$ cat src/hw/rtl/tssbf_pkg.sv
// ----------------------------------------------------------------------------
// tssbf_pkg
// Shared codes, frame offsets and controller/datapath bundles of the
// TCP SYN source blocklist filter.
// ----------------------------------------------------------------------------
package tssbf_pkg;

  // Input operation codes
  localparam logic [1:0] OP_FRAME  = 2'd0;
  localparam logic [1:0] OP_INSERT = 2'd1;
  localparam logic [1:0] OP_REMOVE = 2'd2;

  // Table response codes
  localparam logic [1:0] STATUS_OK     = 2'd0;
  localparam logic [1:0] STATUS_FULL   = 2'd1;
  localparam logic [1:0] STATUS_ABSENT = 2'd2;

  // Result kinds
  localparam logic KIND_VERDICT = 1'b0;
  localparam logic KIND_TABLE   = 1'b1;

  // Frame byte offsets
  localparam logic [6:0] POS_ETH_HI    = 7'd12;
  localparam logic [6:0] POS_ETH_LO    = 7'd13;
  localparam logic [6:0] POS_IHL       = 7'd14;
  localparam logic [6:0] POS_PROTO     = 7'd23;
  localparam logic [6:0] POS_SRC_FIRST = 7'd26;
  localparam logic [6:0] POS_SRC_LAST  = 7'd29;
  localparam logic [6:0] POS_MAX       = 7'd127;
  localparam logic [6:0] TCP_FLAG_BASE = 7'd27;  // 14 + 13
  localparam logic [7:0] MIN_FRAME     = 8'd34;
  localparam logic [3:0] IHL_MIN       = 4'd5;

  localparam logic [7:0] ETH_IPV4_HI = 8'h08;
  localparam logic [7:0] ETH_IPV4_LO = 8'h00;
  localparam logic [7:0] PROTO_TCP   = 8'd6;

  // Controller to datapath
  typedef struct packed {
    logic accept;    // input transfer this cycle
    logic clear_wr;  // clearing pass write
    logic scan_run;  // table scan active
    logic finish;    // scan result is final
  } ctl_cmd_t;

  // Datapath to controller
  typedef struct packed {
    logic out_free;     // output register can take a result
    logic starts_scan;  // current input item needs a table scan
    logic clear_done;   // last entry cleared this cycle
    logic scan_done;    // last entry compared this cycle
  } dp_sts_t;

endpackage

$ cat src/hw/rtl/tssbf_ctrl.sv
// ----------------------------------------------------------------------------
// tssbf_ctrl
// Controller: clearing pass, idle, table scan and finish states.
// ----------------------------------------------------------------------------
module tssbf_ctrl (
  input  logic                clk_i,
  input  logic                rst_ni,
  input  logic                in_valid_i,
  output logic                in_ready_o,
  input  tssbf_pkg::dp_sts_t  sts_i,
  output tssbf_pkg::ctl_cmd_t cmd_o
);
  localparam logic [1:0] S_CLEAR = 2'd0;
  localparam logic [1:0] S_IDLE  = 2'd1;
  localparam logic [1:0] S_SCAN  = 2'd2;
  localparam logic [1:0] S_FIN   = 2'd3;

  logic [1:0] state_q, state_d;
  logic       accept;

  assign in_ready_o = (state_q == S_IDLE) && sts_i.out_free;
  assign accept     = in_valid_i && in_ready_o;

  assign cmd_o.accept   = accept;
  assign cmd_o.clear_wr = (state_q == S_CLEAR);
  assign cmd_o.scan_run = (state_q == S_SCAN);
  assign cmd_o.finish   = (state_q == S_FIN);

  // Advance the state
  always_comb begin
    state_d = state_q;
    unique case (state_q)
      S_CLEAR: if (sts_i.clear_done) state_d = S_IDLE;
      S_IDLE:  if (accept && sts_i.starts_scan) state_d = S_SCAN;
      S_SCAN:  if (sts_i.scan_done) state_d = S_FIN;
      S_FIN:   state_d = S_IDLE;
      default: state_d = S_IDLE;
    endcase
  end

  always_ff @(posedge clk_i or negedge rst_ni) begin
    if (!rst_ni) begin
      state_q <= S_CLEAR;
    end else begin
      state_q <= state_d;
    end
  end
endmodule

$ cat config.mk
export PLATFORM = sky130hd
export DESIGN_NAME = tssbf_ctrl
export DESIGN_NICKNAME = d
export VERILOG_FILES = /design/src/hw/rtl/tssbf_pkg.sv /design/src/hw/rtl/tssbf_ctrl.sv
export SDC_FILE = /design/constraint.sdc
export NUM_CORES = 1
export LEC_CHECK = 0
export ABC_AREA = 1
export BUFFER_PORTS_ARGS = -buffer_cell sky130_fd_sc_hd__buf_2
export CORE_AREA = 2 2 39 41
export CTS_CLUSTER_SIZE = 25
export DETAILED_ROUTE_END_ITERATION = 8
export DIE_AREA = 0 0 41 43
export SLEW_MARGIN = 20
export SYNTH_ARGS = -nofsm -noshare
export SYNTH_HDL_FRONTEND = slang
export SYNTH_SLANG_ARGS = --single-unit
$ cat constraint.sdc
create_clock -name clk_i -period 1.6 [get_ports clk_i]
set_clock_uncertainty 0.15 [all_clocks]
set_input_delay 0.16 -clock clk_i [delete_from_list [all_inputs] [get_ports clk_i]]
set_output_delay 0.16 -clock clk_i [all_outputs]
set_load 0.005 [all_outputs]
==> out/qor.txt, run 1 <==
Outcome - completed
Register area - 50.0 µm²
Synthesis Warnings - 0
Data arrival, critical path - 1.11 ns
Worst R2R Path Depth - 8
Vias in the first global route - 201
Max Cap Viol - 0
Library cells used by synthesis - 11
GRT Residual Overflow - 0
RSZ-0062 raised after global routing - no
WP data required - 1.29 ns
CTS tree - done
Via count - 201
Initial antenna violation count - 0
IO Count - 12
Root Buffer - clkbuf_4
Share of cells above drive strength 1 - 43.9%
Seq/Total Area, Yosys - 25.5%
Net count after synthesis - 38
Biggest regs - state_q: 2 flops
Synth Area in Adders - 25.5%
Worst setup path start - state_q[1]$_DFFE_PN0P_
Final setup fails - 0
Row cnt - 14
1st-pass router iterations - 2
Fin Setup TNS - 0 ns
VDD IR max - 295 µV
Synth area leader - dfrtp_1
DIE AREA - 0.00176 mm²
Fill cells - 164
Gate Count Post-Synth - 27
Synth Cell Area - 196 µm²
Fin crit period - 1.42 ns
Syn_area_per_cell - 7.28 µm²
Multi-input gate area - 125 µm²
Cell Pwr Density - 1640 mW/mm²
Post-synthesis xor/xnor area fraction - 0%
Final period utilization - 88.6%
Largest family of logic cells by synthesized area - simple AND/OR/NAND/NOR gates
Clk_lat worst skew - 0.23 ns
Crit path max fanout - 4
CTS H-tree depth - 1
First-pass GRT wire length - 703 µm
Ant. Diodes - 0
Final Hold Fails - 0
Compound-gate portion of the synthesized area - 4.46%
Post-Route WL - 398 µm
Relative slew slack - 87.6%
Reg clk slew, reported paths - 0.03 ns
Die W - 41 µm
Post-DP HPWL - 323 µm
Core area - 0.00138 mm²
Die Span Y - 43 µm
Critical Path End Type - primary output
Starting Density - 14.2%
FMAX - 705 MHz
Hold Crit Class - primary input to async pin
Worst-Margin Slew - 0.186 ns
Syn-to-layout area delta - 57.3%
Nets - 54
Final Max Slew Viols - 0
GRT Overall Usage - 7.21%
DRT iter0 DRCs - 1
Largest net degree at the start of global routing - 5
IO Port Bufs - 11
Reg2reg start - state_q[0]$_DFFE_PN0P_
Mux cell area share after synthesis - 0%
Antenna-violating nets left - 0
Smallest hold slack - 0.0908 ns
Max reg flops - 2
DRC viols - 0
Clock Sinks - 2
Synth Area in Simple Gates - 27.4%
#FFs+latches synth - 2
CTS Buffer Depth - 2
Share of the synthesized area in the top cell type - 25.5%
DR WL/cell - 6.98 µm
Leakage - 0.188 nW
Synth area leaders - dfrtp_1 25%, ha_1 25%, inv_1 13%
Gpl congestion - 0.598
Critical path launch point type - register
Num CTS Buffers - 3
Reg with most FFs - state_q
Crit path kind - register to primary output
Vias per cell - 3.53
[per-stage QoR]
stage               worst slack [ns]  utilization (%)  power (mW)  area, µm²  instances
global route                  0.0378             22.3       0.583        309         57
global placement               0.308             19.1       0.358        264         53
CTS                           0.0861             21.4       0.493        297         57
detailed placement             0.289             19.1       0.368        264         53
finish                         0.182             22.3       0.507        309         57
floorplan                      0.364                -       0.288        196         27
[cells by family (layout without fill, tap and decap cells)]
group,after synthesis,in the layout
AOI/OAI and AO/OA,1,1
adders and majority gates,4,4
buffers and inverters,8,22
DFF,2,2
and+or+nand+nor,12,12
[final cells by class]
type                    instances  share of cell area, %
inverters                       7                   8.50
repair buffers                 12                   21.1
well taps                      16                   6.48
flip-flops and latches          2                   16.2
clock buffers                   3                   7.29
multi-input cells              17                   40.5
[Yosys cell counts]
library cell,n
nor2_1,1
nand3_1,1
o21ai_2,1
buf_4,1
nand4_1,1
dfrtp_1,2
nand2_1,7
ha_1,4
nand2_2,1
inv_1,7
or2_1,1
[cells in the final DEF, fill, tap and decap left out, drive strengths merged]
master | netlist | layout
clkbuf | 0 | 3
nand2 | 8 | 8
ha | 4 | 4
o21ai | 1 | 1
nor2 | 1 | 1
dlygate4sd3 | 0 | 1
inv | 7 | 7
nand4 | 1 | 1
or2 | 1 | 1
buf | 1 | 11
nand3 | 1 | 1
dfrtp | 2 | 2
[timing repair]
| item | 4_1_cts | 5_1_grt |
|---|---|---|
| gates resized for setup | 0 | 3 |
| setup buffers | 0 | 0 |
| endpoints found under the setup margin | 0 | 2 |
| hold buffers | 1 | 0 |
| endpoints found under the hold margin | 2 | 0 |
[worst max-delay path, stage by stage (launching register included)]
cell and delay, ns:
dfrtp_1 0.41, inv_2 0.09, ha_4 0.14, nand2_1 0.06, nor2_1 0.07, buf_2 0.11
[worst paths after layout]
kind	endpoint	slack, ns
min reg2reg	state_q[1]$_DFFE_PN0P_	0.40
min in group clk_i	state_q[1]$_DFFE_PN0P_	0.16
max	cmd_o[3]	0.18
min	state_q[1]$_DFFE_PN0P_	0.09
max in group asynchronous	state_q[0]$_DFFE_PN0P_	1.11
max reg2reg	state_q[0]$_DFFE_PN0P_	0.25
[where the power goes]
group / switching, mW / internal (mW) / total (mW)
Sequential: 0.0336 / 0.0783 / 0.112
Combinational: 0.147 / 0.132 / 0.279
Clock: 0.0331 / 0.0831 / 0.116
Total: 0.213 / 0.293 / 0.507
[metal layers]
| metal | GRT usage [%] | share of wire [%] |
|---|---|---|
| met1 | 4.79 | 34 |
| met2 | 9.38 | 54 |
| met3 | 4.71 | 6.0 |
| met4 | 12.0 | 5.8 |
| met5 | 0 | 0 |
(Power assumes the default switching activity.)
==> inputs of run 2 (changes only) <==
--- a/config.mk
+++ b/config.mk
@@ -5,7 +5,6 @@
 export SDC_FILE = /design/constraint.sdc
 export NUM_CORES = 1
 export LEC_CHECK = 0
-export ABC_AREA = 1
 export BUFFER_PORTS_ARGS = -buffer_cell sky130_fd_sc_hd__buf_2
 export CORE_AREA = 2 2 39 41
 export CTS_CLUSTER_SIZE = 25
==> constraint.sdc (replaced) <==
create_clock -name clk_i -period 1.2 [get_ports clk_i]
set_clock_uncertainty 0.15 [all_clocks]
set_input_delay 0.12 -clock clk_i [delete_from_list [all_inputs] [get_ports clk_i]]
set_output_delay 0.12 -clock clk_i [all_outputs]
set_load 0.005 [all_outputs]
==> run 2 against run 1 <==
Against the previous run: the flow now finishes with violations (negative setup slack); synthesized area decreased by 3.2%; cell area increased by 43%; worst setup slack got worse by 0.52 ns; core utilization increased by 9.5 points; total power increased by 59%; wire length increased by 14%; largest cell class unchanged; clock power increased by 26%; synthesized cell count decreased by 33%; die area unchanged; combinational power increased by 90%; clock-buffer cell count unchanged; sequential share of layout area decreased by 4.8 points.
==> out/qor.txt, run 2 <==
Outcome - finished, violations left
Failing checks - negative setup slack
Reg2reg start - state_q[0]$_DFFE_PN0P_
Final Instance Count excl. Fillers - 58
Crit path kind - register to register
Crit path max fanout - 3
Final WS setup - -0.338 ns
Leakage - 0.215 nW
Net count after synthesis - 29
Gpl congestion - 0.589
Worst-Margin Slew - 0.198 ns
Clock Sinks - 2
Cell Pwr Density - 1830 mW/mm²
Row cnt - 14
Biggest regs - state_q: 2 flops
Critical path's largest stage delay - 0.37 ns
Syn-to-layout area delta - 132%
Antenna-violating nets left - 0
Post-synthesis xor/xnor area fraction - 0%
Data arrival, critical path - 1.49 ns
Crit-path cells - inv_2, ha_4, nor2b_4, a211oi_2, mux2_1
Reg clk slew, reported paths - 0.03 ns
DR WL/cell - 7.79 µm
Hold Crit Class - primary input to async pin
Num CTS Buffers - 3
Power Total - 0.805 mW
DIE AREA - 0.00176 mm²
Synth area leader - dfrtp_1
Final Util - 31.8%
Final Max Slew Viols - 0
Synth cell count leaders - 4 x ha_1, 2 x dfrtp_1, 2 x inv_1
Ant. Diodes - 0
CTS Buffer Depth - 2
Synth area leaders - dfrtp_1 26%, ha_1 26%, a211oi_2 6.6%
P_int - 0.550 mW
Initial antenna violation count - 0
#FFs+latches synth - 2
Combinational share of power - 65.7%
Synth Area in Adders - 26.3%
GRT Residual Overflow - 0
1st-pass router iterations - 1
Seq/Total Area, Yosys - 26.3%
Vias per cell - 3.57
EDFF count, synth - 0
Slowest CP cell - dfrtp_1
Final setup fails - 7
Nets - 55
Reg with most FFs - state_q
Critical path launch point type - register
IO Port Bufs - 11
Synth Area in Simple Gates - 22.4%
Commonest non-fill, non-tap cells in the layout - 9 x buf_2, 8 x buf_4, 4 x buf_6
CTS H-tree depth - 1
Relative slew slack - 86.8%
Vias in the first global route - 182
Syn_area_per_cell - 10.6 µm²
Library cells used by synthesis - 13
Compound-gate portion of the synthesized area - 11.2%
Post-Route WL - 452 µm
Post-Place Cells - 49
Finished Cell Area - 440 µm²
Final period utilization - 128%
WP data required - 1.15 ns
Share of the synthesized area in the top cell type - 26.3%
Synth Cell Area - 190 µm²
Starting Density - 13.7%
Core area - 0.00138 mm²
Die Span Y - 43 µm
Root Buffer - clkbuf_4
Critical Path End Type - register
Synthesis Warnings - 0
Part of the power in registers - 16.1%
Switch share - 31.7%
Via count - 207
FMAX - 650 MHz
Clk_lat worst skew - 0.22 ns
Post-synth ARST share - 100%
CTS tree - done
Mux cell area share after synthesis - 5.92%
Most frequent cell after synthesis - ha_1
Final Hold Fails - 0
Largest family of logic cells by synthesized area - adder cells
Switching pwr - 0.255 mW
GRT Overall Usage - 5.72%
Worst R2R Path Depth - 5
Max reg flops - 2
Largest net degree at the start of global routing - 4
Placement Cell Area - 323 µm²
Gate Count Post-Synth - 18
IO Count - 12
Share of cells above drive strength 1 - 85.7%
DRT iter0 DRCs - 0
VDD IR max - 658 µV
Die W - 41 µm
Clock power share - 18.2%
DRC viols - 0
First-pass GRT wire length - 586 µm
Commonest non-fill, non-tap cell in the layout - buf_2
RSZ-0062 raised after global routing - yes
Setup slack, reg-to-reg - -0.34 ns
Max Cap Viol - 0
R2r endpoint - state_q[1]$_DFFE_PN0P_
Fin crit period - 1.54 ns
Top_reg_cell synth - dfrtp_1
-- run 2: layout make-up --
class | count | area [µm²]
clock buffer | 3 | 22.5
fill | 146 | 943
inverter | 2 | 7.51
multi-input combinational | 13 | 180
sequential | 2 | 50.0
tap | 16 | 20.0
timing repair buffer | 22 | 160
-- run 2: critical path, delay by kind of cell, from the launching register on --
kind | cells | cell delay, ns
flip-flops | 1 | 0.37
multiplexers | 1 | 0.34
AO/OA/AOI/OAI | 1 | 0.19
adder cells (fa/ha/maj) | 1 | 0.16
AND/OR/NAND/NOR | 1 | 0.12
buffers and inverters | 1 | 0.08
-- run 2: logic make-up after synthesis --
kind of cell / Yosys count
simple gates: 6
mux: 1
flops: 2
fa+ha+maj: 4
compound gates: 2
buf+inv: 3
-- run 2: layer usage --
layer  track usage [%]  share of wire [%]
met1              3.86                 35
met3              3.14                8.0
met2              8.44                 57
met5                 0                  0
met4              8.00                  0
-- run 2: how the worst max path moves through the flow --
stage                                       from                      to  slack (ns)
after global placement    state_q[0]$_DFFE_PN0P_  state_q[1]$_DFFE_PN0P_       -0.36
after global routing      state_q[1]$_DFFE_PN0P_                cmd_o[3]       -0.39
after floorplan           state_q[1]$_DFFE_PN0P_  state_q[1]$_DFFE_PN0P_       -0.30
after detailed placement  state_q[0]$_DFFE_PN0P_  state_q[1]$_DFFE_PN0P_       -0.36
final                     state_q[0]$_DFFE_PN0P_  state_q[1]$_DFFE_PN0P_       -0.34
after CTS                 state_q[0]$_DFFE_PN0P_  state_q[1]$_DFFE_PN0P_       -0.35
-- run 2: power by group through the flow --
stage          combinational, mW  sequential [mW]  clock (mW)
2_1_floorplan              0.191            0.126           0
3_3_place_gp               0.338            0.125           0
3_5_place_dp               0.343            0.129           0
4_1_cts                    0.421            0.130       0.159
5_1_grt                    0.576            0.134       0.167
6_report                   0.529            0.130       0.146
-- run 2: through the flow --
stage	setup slack [ns]	TNS (ns)	hold slack, ns
4_1_cts	-0.353	-1.78	0.0471
3_5_place_dp	-0.363	-0.859	-0.243
5_1_grt	-0.394	-2.21	0.0482
2_1_floorplan	-0.299	-0.377	-0.326
6_report	-0.338	-1.78	0.0643
3_3_place_gp	-0.355	-0.791	-0.243
-- run 2: what timing repair did --
item / 4_1_cts / 5_1_grt
pin swaps: 0 / 1
buffers inserted: 3 / 4
setup endpoints to repair: 7 / 7
hold buffers: 1 / 0
hold endpoints to repair: 2 / 0
resized for setup: 5 / 6
